[src/hw/rtl/ipa_pkg.sv]
package ipa_pkg;

   localparam int MAX_IDS_DEF = 64;
   localparam int ID_W        = 6;
   localparam int CAP_W       = 7;
   localparam int ENTRY_W     = 7;
   localparam int FC_W        = 7;
   localparam int CAP_RESET   = 64;
   localparam int CSR_IDX_W   = 1;

   typedef enum logic [2:0] {
      ST_FILL,
      ST_IDLE,
      ST_POP,
      ST_SCAN,
      ST_MOVE
   } state_type;

   typedef enum logic [CSR_IDX_W-1:0] {
      CSR_CAPACITY,
      CSR_LOWEST_FIRST
   } csr_idx_type;

   typedef enum logic {
      CMD_TAKE,
      CMD_RETURN
   } cmd_type;

   typedef struct packed {
      logic clear;
      logic sample;
   } scan_ctl_type;

endpackage

[src/hw/rtl/ipa_ram.sv]
module ipa_ram #(
   parameter int WIDTH = ipa_pkg::ENTRY_W,
   parameter int DEPTH = ipa_pkg::MAX_IDS_DEF
) (
   input  logic                     clock,
   input  logic                     we,
   input  logic [$clog2(DEPTH)-1:0] waddr,
   input  logic [WIDTH-1:0]         wdata,
   input  logic                     re,
   input  logic [$clog2(DEPTH)-1:0] raddr,
   output logic [WIDTH-1:0]         rdata
);

   logic [WIDTH-1:0] mem_ff [DEPTH];
   logic [WIDTH-1:0] rdata_ff;

   always_ff @(posedge clock) begin
      if (we) begin
         mem_ff[waddr] <= wdata;
      end
      if (re) begin
         rdata_ff <= mem_ff[raddr];
      end
   end

   assign rdata = rdata_ff;

endmodule

[src/hw/rtl/ipa_min_scan.sv]
module ipa_min_scan #(
   parameter int POS_W = 7
) (
   input  logic                        clock,
   input  logic                        reset,
   input  ipa_pkg::scan_ctl_type       ctl,
   input  logic [ipa_pkg::ENTRY_W-1:0] val,
   input  logic [POS_W-1:0]            pos,
   output logic [ipa_pkg::ENTRY_W-1:0] best_val,
   output logic [POS_W-1:0]            best_pos
);

   logic                        have_ff, have_in;
   logic [ipa_pkg::ENTRY_W-1:0] best_val_ff, best_val_in;
   logic [POS_W-1:0]            best_pos_ff, best_pos_in;

   // strict less-than keeps the first occurrence of the minimum
   always_comb begin
      have_in     = have_ff;
      best_val_in = best_val_ff;
      best_pos_in = best_pos_ff;
      if (ctl.clear) begin
         have_in = 1'b0;
      end else if (ctl.sample && (!have_ff || val < best_val_ff)) begin
         have_in     = 1'b1;
         best_val_in = val;
         best_pos_in = pos;
      end
   end

   always_ff @(posedge clock) begin
      if (reset) begin
         have_ff <= 1'b0;
      end else begin
         have_ff <= have_in;
      end
      best_val_ff <= best_val_in;
      best_pos_ff <= best_pos_in;
   end

   assign best_val = best_val_ff;
   assign best_pos = best_pos_ff;

   a_sample_sets_have: assert property (@(posedge clock) disable iff (reset)
      (ctl.sample && !ctl.clear) |=> have_ff)
      else $error("min scan lost its first sample");

   a_min_never_grows: assert property (@(posedge clock) disable iff (reset)
      (have_ff && !ctl.clear) |=> (best_val_ff <= $past(best_val_ff)))
      else $error("min scan value increased");

   a_clear_drops: assert property (@(posedge clock) disable iff (reset)
      ctl.clear |=> !have_ff)
      else $error("min scan not cleared");

endmodule

[src/hw/rtl/id_pool_allocator.sv]
// Channel   Direction  Ports                                    Handshake
// request   in         req_cmd, req_return_id                   start && !busy
// response  out        rsp_granted_id, rsp_granted,             rsp_valid, one cycle
//                      rsp_pool_empty, rsp_free_count, rsp_overflow
// csr       in         csr_index, csr_wdata                     csr_we
//
// Return, or take on an empty list: response in the cycle after the beat.
// Last-freed take: one RAM read, then the POP state registers the response.
// Lowest-first take: a SCAN pass reads every entry to find the minimum, then a
// MOVE pass shifts the entries after it down by one; both go through the single
// RAM read port shared by the min scan and the compaction pass.
// Reset and each capacity write run a fill pass of min(capacity, MAX_IDS)
// entries with busy high. Responses cannot be stalled.
module id_pool_allocator #(
   parameter int MAX_IDS = ipa_pkg::MAX_IDS_DEF
) (
   input  logic                          clock,
   input  logic                          reset,
   input  logic                          start,
   output logic                          busy,
   input  logic                          req_cmd,
   input  logic [ipa_pkg::ID_W-1:0]      req_return_id,
   output logic                          rsp_valid,
   output logic [ipa_pkg::ID_W-1:0]      rsp_granted_id,
   output logic                          rsp_granted,
   output logic                          rsp_pool_empty,
   output logic [ipa_pkg::FC_W-1:0]      rsp_free_count,
   output logic                          rsp_overflow,
   input  logic                          csr_we,
   input  logic [ipa_pkg::CSR_IDX_W-1:0] csr_index,
   input  logic [ipa_pkg::CAP_W-1:0]     csr_wdata
);

   localparam int AW      = $clog2(MAX_IDS);
   localparam int CNT_W   = $clog2(MAX_IDS + 1);
   localparam int RESET_N = (ipa_pkg::CAP_RESET > MAX_IDS) ? MAX_IDS : ipa_pkg::CAP_RESET;

   ipa_pkg::state_type state_ff, state_in;

   logic [CNT_W-1:0] cnt_ff, cnt_in;
   logic [CNT_W-1:0] idx_ff, idx_in;
   logic [CNT_W-1:0] fill_n_ff, fill_n_in;
   logic [CNT_W-1:0] vidx_ff, vidx_in;
   logic             vld_ff, vld_in;
   logic             lowest_ff;

   logic                        rsp_valid_ff, rsp_valid_in;
   logic [ipa_pkg::ID_W-1:0]    gid_ff, gid_in;
   logic                        granted_ff, granted_in;
   logic                        empty_ff, empty_in;
   logic [ipa_pkg::FC_W-1:0]    count_ff, count_in;
   logic                        ovf_ff, ovf_in;

   logic                        ram_we, ram_re;
   logic [AW-1:0]               ram_wa, ram_ra;
   logic [ipa_pkg::ENTRY_W-1:0] ram_wd, ram_rd;

   ipa_pkg::scan_ctl_type       scan_ctl;
   logic [ipa_pkg::ENTRY_W-1:0] best_val;
   logic [CNT_W-1:0]            best_pos;

   logic             accept;
   logic             cap_write;
   logic [CNT_W-1:0] cap_sat;
   logic [CNT_W-1:0] cnt_m1;
   logic [CNT_W-1:0] vidx_m1;
   logic [CNT_W-1:0] fill_val;

   assign accept    = start && (state_ff == ipa_pkg::ST_IDLE);
   assign cap_write = csr_we && (ipa_pkg::csr_idx_type'(csr_index) == ipa_pkg::CSR_CAPACITY);
   assign cap_sat   = (int'(csr_wdata) > MAX_IDS) ? CNT_W'(MAX_IDS) : CNT_W'(csr_wdata);
   assign cnt_m1    = cnt_ff - CNT_W'(1);
   assign vidx_m1   = vidx_ff - CNT_W'(1);
   assign fill_val  = fill_n_ff - idx_ff - CNT_W'(1);

   ipa_ram #(
      .WIDTH(ipa_pkg::ENTRY_W),
      .DEPTH(MAX_IDS)
   ) u_ram (
      .clock(clock),
      .we   (ram_we),
      .waddr(ram_wa),
      .wdata(ram_wd),
      .re   (ram_re),
      .raddr(ram_ra),
      .rdata(ram_rd)
   );

   ipa_min_scan #(
      .POS_W(CNT_W)
   ) u_min_scan (
      .clock   (clock),
      .reset   (reset),
      .ctl     (scan_ctl),
      .val     (ram_rd),
      .pos     (vidx_ff),
      .best_val(best_val),
      .best_pos(best_pos)
   );

   always_comb begin
      state_in = state_ff;
      unique case (state_ff)
         ipa_pkg::ST_FILL: begin
            if (idx_ff >= fill_n_ff) begin
               state_in = ipa_pkg::ST_IDLE;
            end
         end
         ipa_pkg::ST_IDLE: begin
            if (accept && ipa_pkg::cmd_type'(req_cmd) == ipa_pkg::CMD_TAKE &&
                cnt_ff != '0) begin
               state_in = lowest_ff ? ipa_pkg::ST_SCAN : ipa_pkg::ST_POP;
            end
         end
         ipa_pkg::ST_POP: begin
            state_in = ipa_pkg::ST_IDLE;
         end
         ipa_pkg::ST_SCAN: begin
            if (idx_ff >= cnt_ff && !vld_ff) begin
               state_in = ipa_pkg::ST_MOVE;
            end
         end
         ipa_pkg::ST_MOVE: begin
            if (idx_ff >= cnt_ff && !vld_ff) begin
               state_in = ipa_pkg::ST_IDLE;
            end
         end
         default: state_in = ipa_pkg::ST_IDLE;
      endcase
      if (cap_write) begin
         state_in = ipa_pkg::ST_FILL;
      end
   end

   always_comb begin
      cnt_in       = cnt_ff;
      idx_in       = idx_ff;
      fill_n_in    = fill_n_ff;
      vld_in       = 1'b0;
      vidx_in      = vidx_ff;
      ram_we       = 1'b0;
      ram_wa       = idx_ff[AW-1:0];
      ram_wd       = ipa_pkg::ENTRY_W'(fill_val);
      ram_re       = 1'b0;
      ram_ra       = idx_ff[AW-1:0];
      scan_ctl     = '0;
      rsp_valid_in = 1'b0;
      gid_in       = '0;
      granted_in   = 1'b0;
      ovf_in       = 1'b0;
      empty_in     = empty_ff;
      count_in     = count_ff;
      unique case (state_ff)
         ipa_pkg::ST_FILL: begin
            if (idx_ff < fill_n_ff) begin
               ram_we = 1'b1;
               idx_in = idx_ff + CNT_W'(1);
            end
         end
         ipa_pkg::ST_IDLE: begin
            if (accept) begin
               if (ipa_pkg::cmd_type'(req_cmd) == ipa_pkg::CMD_RETURN) begin
                  rsp_valid_in = 1'b1;
                  if (int'(cnt_ff) >= MAX_IDS) begin
                     ovf_in = 1'b1;
                  end else begin
                     ram_we = 1'b1;
                     ram_wa = cnt_ff[AW-1:0];
                     ram_wd = ipa_pkg::ENTRY_W'(req_return_id);
                     cnt_in = cnt_ff + CNT_W'(1);
                  end
                  empty_in = (cnt_in == '0);
                  count_in = ipa_pkg::FC_W'(cnt_in);
               end else if (cnt_ff == '0) begin
                  rsp_valid_in = 1'b1;
                  empty_in     = 1'b1;
                  count_in     = '0;
               end else if (lowest_ff) begin
                  idx_in         = '0;
                  scan_ctl.clear = 1'b1;
               end else begin
                  ram_re = 1'b1;
                  ram_ra = cnt_m1[AW-1:0];
               end
            end
         end
         ipa_pkg::ST_POP: begin
            rsp_valid_in = 1'b1;
            granted_in   = 1'b1;
            gid_in       = ram_rd[ipa_pkg::ID_W-1:0];
            cnt_in       = cnt_m1;
            empty_in     = (cnt_m1 == '0);
            count_in     = ipa_pkg::FC_W'(cnt_m1);
         end
         ipa_pkg::ST_SCAN: begin
            scan_ctl.sample = vld_ff;
            if (idx_ff < cnt_ff) begin
               ram_re  = 1'b1;
               vld_in  = 1'b1;
               vidx_in = idx_ff;
               idx_in  = idx_ff + CNT_W'(1);
            end else if (!vld_ff) begin
               idx_in = best_pos + CNT_W'(1);
            end
         end
         ipa_pkg::ST_MOVE: begin
            if (idx_ff < cnt_ff) begin
               ram_re  = 1'b1;
               vld_in  = 1'b1;
               vidx_in = idx_ff;
               idx_in  = idx_ff + CNT_W'(1);
            end
            if (vld_ff) begin
               ram_we = 1'b1;
               ram_wa = vidx_m1[AW-1:0];
               ram_wd = ram_rd;
            end
            if (idx_ff >= cnt_ff && !vld_ff) begin
               rsp_valid_in = 1'b1;
               granted_in   = 1'b1;
               gid_in       = best_val[ipa_pkg::ID_W-1:0];
               cnt_in       = cnt_m1;
               empty_in     = (cnt_m1 == '0);
               count_in     = ipa_pkg::FC_W'(cnt_m1);
            end
         end
         default: begin
         end
      endcase
      if (cap_write) begin
         fill_n_in = cap_sat;
         cnt_in    = cap_sat;
         idx_in    = '0;
      end
   end

   always_ff @(posedge clock) begin
      if (reset) begin
         state_ff     <= ipa_pkg::ST_FILL;
         cnt_ff       <= CNT_W'(RESET_N);
         fill_n_ff    <= CNT_W'(RESET_N);
         idx_ff       <= '0;
         vld_ff       <= 1'b0;
         lowest_ff    <= 1'b0;
         rsp_valid_ff <= 1'b0;
      end else begin
         state_ff     <= state_in;
         cnt_ff       <= cnt_in;
         fill_n_ff    <= fill_n_in;
         idx_ff       <= idx_in;
         vld_ff       <= vld_in;
         rsp_valid_ff <= rsp_valid_in;
         if (csr_we &&
             ipa_pkg::csr_idx_type'(csr_index) == ipa_pkg::CSR_LOWEST_FIRST) begin
            lowest_ff <= csr_wdata[0];
         end
      end
      vidx_ff    <= vidx_in;
      gid_ff     <= gid_in;
      granted_ff <= granted_in;
      empty_ff   <= empty_in;
      count_ff   <= count_in;
      ovf_ff     <= ovf_in;
   end

   assign busy           = (state_ff != ipa_pkg::ST_IDLE);
   assign rsp_valid      = rsp_valid_ff;
   assign rsp_granted_id = gid_ff;
   assign rsp_granted    = granted_ff;
   assign rsp_pool_empty = empty_ff;
   assign rsp_free_count = count_ff;
   assign rsp_overflow   = ovf_ff;

   a_return_answers: assert property (@(posedge clock) disable iff (reset)
      (start && !busy && req_cmd) |=> rsp_valid)
      else $error("return beat without response");

   a_count_bound: assert property (@(posedge clock) disable iff (reset)
      int'(cnt_ff) <= MAX_IDS)
      else $error("free entry count above store size");

   a_move_addr: assert property (@(posedge clock) disable iff (reset)
      (state_ff == ipa_pkg::ST_MOVE && vld_ff) |-> (vidx_ff != '0))
      else $error("compaction write below entry zero");

   a_grant_excl: assert property (@(posedge clock) disable iff (reset)
      rsp_valid |-> !(rsp_granted && rsp_overflow))
      else $error("response both granted and overflowed");

endmodule

[config.mk]
export PLATFORM = sky130hd
export DESIGN_NAME = id_pool_allocator
export DESIGN_NICKNAME = d
export VERILOG_FILES = /design/src/hw/rtl/ipa_pkg.sv /design/src/hw/rtl/ipa_ram.sv /design/src/hw/rtl/ipa_min_scan.sv /design/src/hw/rtl/id_pool_allocator.sv
export SDC_FILE = /design/constraint.sdc
export NUM_CORES = 1
export LEC_CHECK = 0
export CORE_AREA = 10 10 252 254
export CTS_CLUSTER_SIZE = 20
export DETAILED_ROUTE_END_ITERATION = 6
export DIE_AREA = 0 0 262 264
export DONT_BUFFER_PORTS = 1
export SYNTH_ARGS = -nofsm -noshare
export SYNTH_HDL_FRONTEND = slang
export SYNTH_SLANG_ARGS = --single-unit
[constraint.sdc]
create_clock -name clock -period 6.4 [get_ports clock]
set_clock_uncertainty 0.1 [all_clocks]
set_input_delay 0.64 -clock clock [delete_from_list [all_inputs] [get_ports clock]]
set_output_delay 0.64 -clock clock [all_outputs]
set_load 0.005 [all_outputs]
Yosys cells after proc, flatten, opt, wreduce, memory -nomap -nowiden
Memories as Yosys holds them, arrays and structs flattened. A register that Yosys moved wholly into a read port is not among the register bits.
Cells that the tools add are included.

operators by class
  add/sub/neg operators = 7
  reduce and logical (&&, ||, !) cells = 29
  magnitude comparators = 7
  equality and inequality tests = 20
  mux-type cells = 78
  bitwise gates (word level) = 4

operators with widths
  kind                                                      count
  2-to-1 mux 7 bit                                          24
  2-to-1 mux 6 bit                                          10
  case mux 7 bit (3 select lines)                           2
  2-to-1 mux 1 bit                                          28
  case mux 7 bit (4 select lines)                           1
  case mux 6 bit (2 select lines)                           2
  adder 7 x 1 -> 7 bit, second input constant               3
  logical NOT 7 bit                                         3
  less-than comparator 7 bit                                3
  != test 2 bit, second input constant                      9
  greater-or-equal comparator 7 bit                         2
  case mux 7 bit (2 select lines)                           1
  subtractor 7 x 1 -> 7 bit, second input constant          2
  2-to-1 mux 3 bit                                          4
  != test 3 bit, second input constant                      4
  case mux 3 bit (4 select lines)                           1
  AND reduction 4 bit                                       3
  case mux 1 bit (3 select lines)                           3
  AND reduction 8 bit                                       1
  nonzero test 4 bit                                        2
  OR reduction 2 bit                                        4
  greater-or-equal comparator 7 bit, second input constant  1
  > comparator 7 bit, second input constant                 1
  logical AND 1 bit                                         7
  other kinds (17)                                          24

storage, ports and cells
  logic and storage cells = 162
  memories kept = 1
  RAM bits = 448
  output and inout bits = 18
  register bits = 65
  input bits = 19

memories
  memory        depth  width  rd ports  clocked after Yosys merged registers in  wr ports  line           RTL
  u_ram.mem_ff  64     7      1         1                                        1         ipa_ram.sv:14  logic [WIDTH-1:0] mem_ff [DEPTH];

Longest topological paths before layout
Gate-level depths: netlist (run 1).

  depth after elaboration = 9
  mapped depth = 17
  depth with buffers taken out = 11

Cells and area by module
Synthesis (run 1) repeated with hierarchy kept, for this count alone.

second synthesis, totals
  cell total of the unflattened synthesis = 1,312
  area total of the unflattened synthesis = 22,012.4 um2

by module, submodules not included
  module             sequential area each (um2)  instances  area an instance (um2)  cells each
  ipa_ram            13,663.1                    1          17,718.2                833
  id_pool_allocator  1,151.1                     1          3,684.8                 439
  ipa_min_scan       440.4                       1          609.3                   40

Least setup slack after synthesis (run 1)
Ideal clock, no wire load.

  kind = reg-to-reg
  start point = reg idx_ff[0]
  end point = mem u_ram.mem_ff[0][6] in the netlist's numbering (data pin)
  library setup time = 0.701 ns
  setup slack = 1.027 ns
  arrival time = 4.571 ns
  path buffers = 1
  period minus slack after synthesis = 5.373 ns
  stages on the path, launching flop included = 13
  data required time = 5.599 ns
  cells stage by stage = dfxtp_1 inv_1 clkbuf_1 ha_1 inv_1 fa_1 nor2b_1 o21ai_0 nand2b_1 a21o_1 a21oi_1 xor2_1 o21ai_0

on the way
  longest elaborated chain between the ends = 6
  elaborated cells between the ends (all ways) = 7
  classes of those cells = add/sub: 2; mux: 5

RTL lines
  what                               line                      RTL
  start, declared                    id_pool_allocator.sv:41   logic [CNT_W-1:0] idx_ff, idx_in;
  start signal, assigned             id_pool_allocator.sv:250  idx_ff <= idx_in;
  subtractor 7 bit *                 id_pool_allocator.sv:74   assign fill_val = fill_n_ff - idx_ff - CNT_W'(1);
  subtractor 7 x 1 -> 7 bit *        id_pool_allocator.sv:74
  2-to-1 mux 7 bit                   id_pool_allocator.sv:164  if (int'(cnt_ff) >= MAX_IDS) begin
  2-to-1 mux 7 bit                   id_pool_allocator.sv:162  if (ipa_pkg::cmd_type'(req_cmd) == ipa_pkg::CMD_RETURN) begin
  2-to-1 mux 7 bit                   id_pool_allocator.sv:161  if (accept) begin
  case mux 7 bit (2 select lines) *  id_pool_allocator.sv:153  unique case (state_ff)
  via ram_wd (one bit)               id_pool_allocator.sv:56   logic [ipa_pkg::ENTRY_W-1:0] ram_wd, ram_rd;
  end, declared                      ipa_ram.sv:14

The timed path passes the listed nets; every way through them passes the cells marked *.

Worst setup path after layout (run 1)
  start point = reg cnt_ff[0]
  end point = reg u_ram.rdata_ff[0], in the netlist u_ram.rdata[0] (read register of u_ram.mem_ff) (data pin)

on the way
  longest elaborated chain between the ends = 6
  elaborated cells between the ends (all ways) = 13
  classes of those cells = add/sub: 1; order compare: 1; mux: 10; reduce/logical: 1

RTL lines
  what                       line                      RTL
  start, declared            id_pool_allocator.sv:40   logic [CNT_W-1:0] cnt_ff, cnt_in;
  start signal, assigned     id_pool_allocator.sv:240  cnt_ff <= CNT_W'(RESET_N);
  start signal, assigned     id_pool_allocator.sv:248  cnt_ff <= cnt_in;
  subtractor 7 x 1 -> 7 bit  id_pool_allocator.sv:72   assign cnt_m1 = cnt_ff - CNT_W'(1);
  2-to-1 mux 6 bit           id_pool_allocator.sv:178  end else if (lowest_ff) begin
  2-to-1 mux 6 bit           id_pool_allocator.sv:174  end else if (cnt_ff == '0) begin
  2-to-1 mux 6 bit           id_pool_allocator.sv:162
  2-to-1 mux 6 bit           id_pool_allocator.sv:161
  2-to-1 mux 6 bit           id_pool_allocator.sv:153
  end, declared              ipa_ram.sv:15             logic [WIDTH-1:0] rdata_ff;

Parallel ways exist; a longest one is shown, timed or not.
A chain may end at the register's enable or synchronous reset.

==> results.cfg, run 1 <==
[yosys]
synth_seq_cells = 520
ys_types = 84
synthArstFlopShare_pct = 0
ys_top_cells_by_area = edfxtp_1 63%, dfxtp_1 3.1%, mux2i_1 2.7%
avgSynthCellArea_um2 = 13.1
yosys.area_share.simple_pct = 10.6
ys_seq_area_share_pct = 65.7
synth_edf_count = 484
synthCells = 1767
synthMuxAreaShare_pct = 2.96
yosysTopAreaCellShare_pct = 62.6
synthFlopType = edfxtp_1
synth_area_leader_cell = edfxtp_1
yosys.area_share.xor_xnor_pct = 0.792
synth_fa_ha_area_share_pct = 1.81
synth_area_um2 = 23200
yosys_warnings = 0
synth.net_count = 1819
synth_compound_area_share_pct = 15.0
synth_top_family_by_area = compound AO/OA/AOI/OAI gates

[global_routing]
met1_usage_pct = 27.9
use_met3_pct = 3.34
grt_usage_pct = 19.6
use_met2_pct = 30.2
grt-ovfl-total = 0
grt_most_used_layer = met2
grt_pass1_wl_mm = 103
antenna_found_initial = 0
grt_pass1_vias = 15190
grt_start_max_net_pins = 97

[layout]
area_growth_pct = 10.9
n_fill_cell = 5277
post_route_cells_drive_above_1_share_pct = 9.82
design_area_um2 = 25700
fin_cells = 2556
nNetsFinal = 1790

[timing]
rsz0062_at_grt = no
hold_violations = 0
tns_ns = 0
max_freq_mhz = 182
fin_crit_sh_pct = 86.0
worst_slack_ns = 0.895
fin_crit_ns = 5.51
setup_violations = 0
relSlewSlack_pct = 10.9
tightestPinTransition_ns = 1.34
drv_slew = 0

[route]
vias = 15847
remaining_drc_errors = 1
vias_per_cell = 6.20
dr.pass1.iters = 7
routed_wl_mm = 69.0
wl_per_cell_um = 27.0
drtIter0Drc = 2212
ant_nets = 0

[clock_tree]
cts.path.max_buffers = 3
cts_made_buffers = 52
cts_tree = built
cts.sinks = 520
clockRootBuffer = clkbuf_16
clock_latency_ns = 0.63
clk_pin_slew_ns = 0.06
cts-htree-levels = 2

[placed_design]
pre_cts_ws_ns = 0.952
place_congestion = 0.940
hpwl_mm = 44.8
dp.cells = 2456
io_buffers = 0
placed_area_um2 = 24000

[worst_setup_path]
crit_type = register to register
start_kind = register
crit_path_end_kind = register
critPathSlowestCell = buf_4
regToRegSetupSlack_ns = 0.89
worstPathRequired_ns = 6.67
cpPeakStageDelay_ns = 0.69
crit_chain = buf_4 > inv_1 > ha_1 > or4b_4 > o211a_4 > and3_1 > nor2_4 > buf_4 > nand3_1 > a2111oi_0 > a32oi_1 > mux2_2
cp.arrival_ns = 5.78
crit_path_frequent_cell = buf_4
crit_fanout = 57

[floorplan]
ioPinCount = 37
initial_utilization_pct = 39.7
die_y_um = 264
fp.coreArea_um2 = 58500
die-area_um2 = 69200
core.rowCount = 89
die_w_um = 262

[power]
p_sw_share_pct = 27.4
irDropWorstVdd_mv = 0.210
p_clk_share_pct = 37.6
power.share.combinational_pct = 15.0
leakage_nw = 8.50
p_seq_share_pct = 47.5
p_per_area_nw_per_um2 = 320
p_sw_mw = 2.26
internal-power_mw = 5.97

[status]
violations = design-rule violations
status = complete, but fails checks

[min_path]
hold_class = input pin to register

[job]
maxCapViolCount = 0
[cell usage after synthesis (9+ instances only)]
| cell type | number |
|---|---|
| nand2_1 | 119 |
| clkbuf_1 | 61 |
| a21o_1 | 15 |
| a32oi_1 | 14 |
| inv_1 | 35 |
| nand4_1 | 9 |
| a21oi_1 | 74 |
| a22oi_1 | 13 |
| a31oi_1 | 19 |
| a311oi_1 | 13 |
| o21ai_0 | 74 |
| nor2_1 | 107 |
| a2111oi_0 | 30 |
| nand2b_1 | 11 |
| dfxtp_1 | 36 |
| a31o_2 | 9 |
| mux2i_1 | 63 |
| o211ai_1 | 10 |
| and3_1 | 80 |
| ha_1 | 32 |
| buf_4 | 11 |
| a211oi_1 | 79 |
| a211o_1 | 26 |
| nand3_1 | 86 |
| edfxtp_1 | 484 |
| nor3_1 | 13 |
| buf_2 | 32 |
| nor2b_1 | 12 |
| a221oi_1 | 16 |
| or4_1 | 9 |
| xor2_1 | 13 |
[power by group through the flow]
| stage | Sequential [mW] | Combinational (mW) | Clock (mW) |
|---|---|---|---|
| after global placement | 3.98 | 1.21 | 0 |
| after global routing | 3.91 | 1.31 | 3.27 |
| after detailed placement | 3.98 | 1.22 | 0 |
| after CTS | 3.91 | 1.22 | 3.12 |
| final | 3.91 | 1.23 | 3.09 |
| after floorplan | 3.99 | 0.766 | 0 |
[final cells by class]
class / count / area, µm² / area share, %
timing repair buffer: 36 / 298 / 1.16
multi-input combinational: 1092 / 7370 / 28.6
inverter: 36 / 135 / 0.525
tap: 773 / 967 / 3.76
antenna: 1 / 2.50 / 0.00972
sequential: 520 / 15300 / 59.2
clock buffer: 66 / 1360 / 5.30
clock inverter: 32 / 355 / 1.38
[sequential cells by signal, summed over array words and instances, names as in the netlist]
register and flops:
u_ram.mem_ff 448, cnt_ff 7, fill_n_ff 7, idx_ff 7, rsp_free_count 7, u_min_scan.best_pos 7, u_min_scan.best_val 7, u_ram.rdata 7
vidx_ff 7, rsp_granted_id 6, state_ff 3, lowest_ff 1, rsp_granted 1, rsp_overflow 1, rsp_pool_empty 1, rsp_valid 1
u_min_scan.have_ff 1, vld_ff 1
[placed cells by master (no fill, tap or decap), drive strengths merged, types with 26 or more instances in the layout]
cell	n
ha	32
dfxtp	36
o21ai	82
a211oi	79
buf	35
inv	36
edfxtp	484
a211o	26
nand3	87
a2111oi	34
and3	80
nor2	109
mux2i	63
clkbuf	66
a21oi	76
nand2	122
[kinds of logic (layout without fill, tap and decap cells)]
group,after synthesis,in the layout
AO/OA/AOI/OAI,479,479
XOR/XNOR,21,21
adder cells (fa/ha/maj),33,33
buffers and inverters,155,170
flip-flops,520,520
multiplexers,68,68
other,0,1
AND/OR/NAND/NOR,491,491
[metrics by stage]
| step | hold slack [ns] | util, % | power, mW |
|---|---|---|---|
| final | 0.0354 | 44.0 | 8.23 |
| after global routing | 0.0318 | 44.0 | 8.48 |
| after CTS | 0.0197 | 44.0 | 8.25 |
| after detailed placement | 0.315 | 41.1 | 5.19 |
| after global placement | 0.308 | 41.1 | 5.18 |
| after floorplan | 0.300 | - | 4.75 |
[per-layer routing]
metal	up-vias	routed length (µm)
met5	-	0
met4	0	1670
met3	114	6200
met2	847	31900
met1	7981	29200
li1	6905	-
[final timing paths]
check                         startpoint                                to  depth (start not counted)
setup reg to reg  cnt_ff[0]$_SDFFE_PP0P_          u_ram.rdata[0]$_DFFE_PP_                         12
hold / removal                     reset            cnt_ff[6]$_SDFFE_PP1P_                          1
hold reg to reg     vidx_ff[6]$_DFFE_PP_  u_min_scan.best_pos[6]$_DFFE_PP_                          0
setup / recovery  cnt_ff[0]$_SDFFE_PP0P_          u_ram.rdata[0]$_DFFE_PP_                         12
[critical path, delay by kind of cell, from the launching register on]
kind | cells | cell delay, ns
AND/OR/NAND/NOR | 4 | 1.57
buffers and inverters | 3 | 1.27
adder cells (fa/ha/maj) | 1 | 0.41
flip-flops | 1 | 0.30
multiplexers | 1 | 0.32
AO/OA/AOI/OAI | 3 | 1.20
[what timing repair did]
action	CTS	global route
hold endpoints to repair	13	0
resized for setup	0	0
hold buffers	1	0
setup buffers	0	0
(Power assumes the default switching activity.)
==> run 2: changes to the inputs <==
--- a/config.mk
+++ b/config.mk
@@ -5,10 +5,10 @@
 export SDC_FILE = /design/constraint.sdc
 export NUM_CORES = 1
 export LEC_CHECK = 0
-export CORE_AREA = 10 10 252 254
+export CORE_AREA = 10 10 236 238
 export CTS_CLUSTER_SIZE = 20
 export DETAILED_ROUTE_END_ITERATION = 6
-export DIE_AREA = 0 0 262 264
+export DIE_AREA = 0 0 246 248
 export DONT_BUFFER_PORTS = 1
 export SYNTH_ARGS = -nofsm -noshare
 export SYNTH_HDL_FRONTEND = slang
==> run 2 against run 1 <==
  * The run now ends clean
  * Critical path depth decreased by 1
  * First-iteration DRC count decreased by 12%
  * Highest routed layer unchanged
  * Largest power group unchanged
  * Clock-buffer cell count increased by 9
  * Total power decreased by 1.4%
  * Design area decreased by 0.34%
  * Register-to-register slack improved by 0.36 ns
==> results.cfg, run 2 (synthesized netlist as in run 1, its figures left out) <==
[status]
status = completed

[layout]
post_route_cells_drive_above_1_share_pct = 10.3
diodes = 0
area_growth_pct = 10.5
final_common_cell = edfxtp_1
nNetsFinal = 1806
n_fill_cell = 4353
largest_register_ffs = 448
largest_register = u_ram.mem_ff
fin_cells = 2477
layout_common_cells = 484 x edfxtp_1, 118 x nand2_1, 107 x nor2_1
design_area_um2 = 25700
fin_util_pct = 50.3

[clock_tree]
postCtsResizedCells = 0
cts_made_buffers = 54
cts-htree-levels = 2
cts_tree = built
cts.sinks = 520
clk_pin_slew_ns = 0.06
cts.path.max_buffers = 3
clockRootBuffer = clkbuf_16
clock_latency_ns = 0.64

[timing]
drv_slew = 0
relSlewSlack_pct = 17.7
fin_hold_ws_ns = 0.0286
max_freq_mhz = 194
tns_ns = 0
tightestPinTransition_ns = 1.23
hold_violations = 0
setup_violations = 0
rsz0062_at_grt = no
fin_crit_ns = 5.15
fin_crit_sh_pct = 80.4
worst_slack_ns = 1.25

[job]
maxCapViolCount = 0

[worst_setup_path]
r2r_start = cnt_ff[0]$_SDFFE_PP0P_
crit_fanout = 31
start_kind = register
ff2ff_path_depth = 11
crit_path_end_kind = register
critPathSlowestCell = nor2_4
cpPeakStageDelay_ns = 0.70
regToRegEndpoint = u_ram.rdata[4]$_DFFE_PP_
worstPathRequired_ns = 6.65
crit_type = register to register
crit_chain = inv_1 > ha_1 > or4b_4 > o211a_4 > and3_1 > nor2_4 > buf_4 > mux2i_1 > a211oi_1 > nor4_1 > o32ai_1
regToRegSetupSlack_ns = 1.25
cp.arrival_ns = 5.39

[global_routing]
grt-ovfl-total = 0
grt_pass1_vias = 15253
grt_start_max_net_pins = 86
grt_pass1_wl_mm = 103
antenna_found_initial = 0
grt_usage_pct = 22.5

[placed_design]
io_buffers = 0
pre_cts_ws_ns = 1.27
hpwl_mm = 44.8
placed_area_um2 = 24000
place_congestion = 0.891
dp.cells = 2377

[min_path]
hold_path_startpoint = reset
whs_endpoint = fill_n_ff[6]$_SDFFE_PP1P_
hold_depth = 1
hold_class = input pin to register

[route]
ant_nets = 0
routed_wl_mm = 69.2
wl_per_cell_um = 27.9
drtIter0Drc = 1941
vias = 15833
vias_per_cell = 6.39
dr.pass1.iters = 7
remaining_drc_errors = 0

[floorplan]
initial_utilization_pct = 45.5
fp.coreArea_um2 = 51000
die_w_um = 246
die_y_um = 248
die-area_um2 = 61000
core.rowCount = 83
ioPinCount = 37

[power]
leakage_nw = 8.54
power_mw = 8.12
irDropWorstVdd_mv = 0.221
p_per_area_nw_per_um2 = 316
run 2: cell count changes in the layout (fill, tap and decap cells not counted), moves of 2 or more:
cell       change
buf_4         +14
clkbuf_16      +3
clkinv_4       -2
clkbuf_1       +6
bufinv_16      -5
clkinv_1       -3
clkinv_2       +3
run 2: worst max-delay path by stage:
stage,startpoint,end,slack [ns],cells past startpoint
floorplan,idx_ff[0]$_SDFFE_PP0P_,u_ram.mem_ff[0][6]$_DFFE_PP_,1.03,12
global placement,cnt_ff[0]$_SDFFE_PP0P_,u_ram.rdata[2]$_DFFE_PP_,1.28,11
detailed placement,cnt_ff[0]$_SDFFE_PP0P_,u_ram.rdata[2]$_DFFE_PP_,1.27,11
CTS,cnt_ff[0]$_SDFFE_PP0P_,u_ram.rdata[2]$_DFFE_PP_,1.29,11
global route,cnt_ff[0]$_SDFFE_PP0P_,u_ram.rdata[1]$_DFFE_PP_,1.06,11
finish,cnt_ff[0]$_SDFFE_PP0P_,u_ram.rdata[4]$_DFFE_PP_,1.25,11
run 2: per-layer routing:
layer	vias up	track usage, %	routed length [µm]
met5	-	0	0
met4	0	5.83	1690
met3	120	4.98	6080
met2	762	35.1	31700
met1	8019	31.2	29700
li1	6932	-	-
run 2: final cells by class:
type                    instances  area [µm²]  area share, %
inverters                      36         135          0.527
multi-input cells            1092        7360           28.7
well taps                     680         851           3.32
clock buffers                  75        1460           5.70
clock inverters                24         194          0.756
flip-flops and latches        520       15300           59.4
repair buffers                 50         403           1.57
run 2: report_power, final:
group	internal (mW)	total [mW]	leakage, nW	switching, mW
clock network	1.64	2.96	0.806	1.32
logic	0.346	1.25	3.15	0.906
registers	3.88	3.90	4.59	0.0240
run 2: worst max-delay path, delay by kind of cell, from the launching register on:
kind | cells | cell delay [ns]
multiplexers | 1 | 0.23
AO/OA/AOI/OAI | 3 | 0.67
adder cells (fa/ha/maj) | 1 | 0.42
buffers and inverters | 2 | 0.82
AND/OR/NAND/NOR | 4 | 2.32
flip-flops | 1 | 0.30
run 2: timing repair:
item	CTS	global route
hold buffers	1	0
buffers inserted	0	0
hold endpoints to repair	13	0
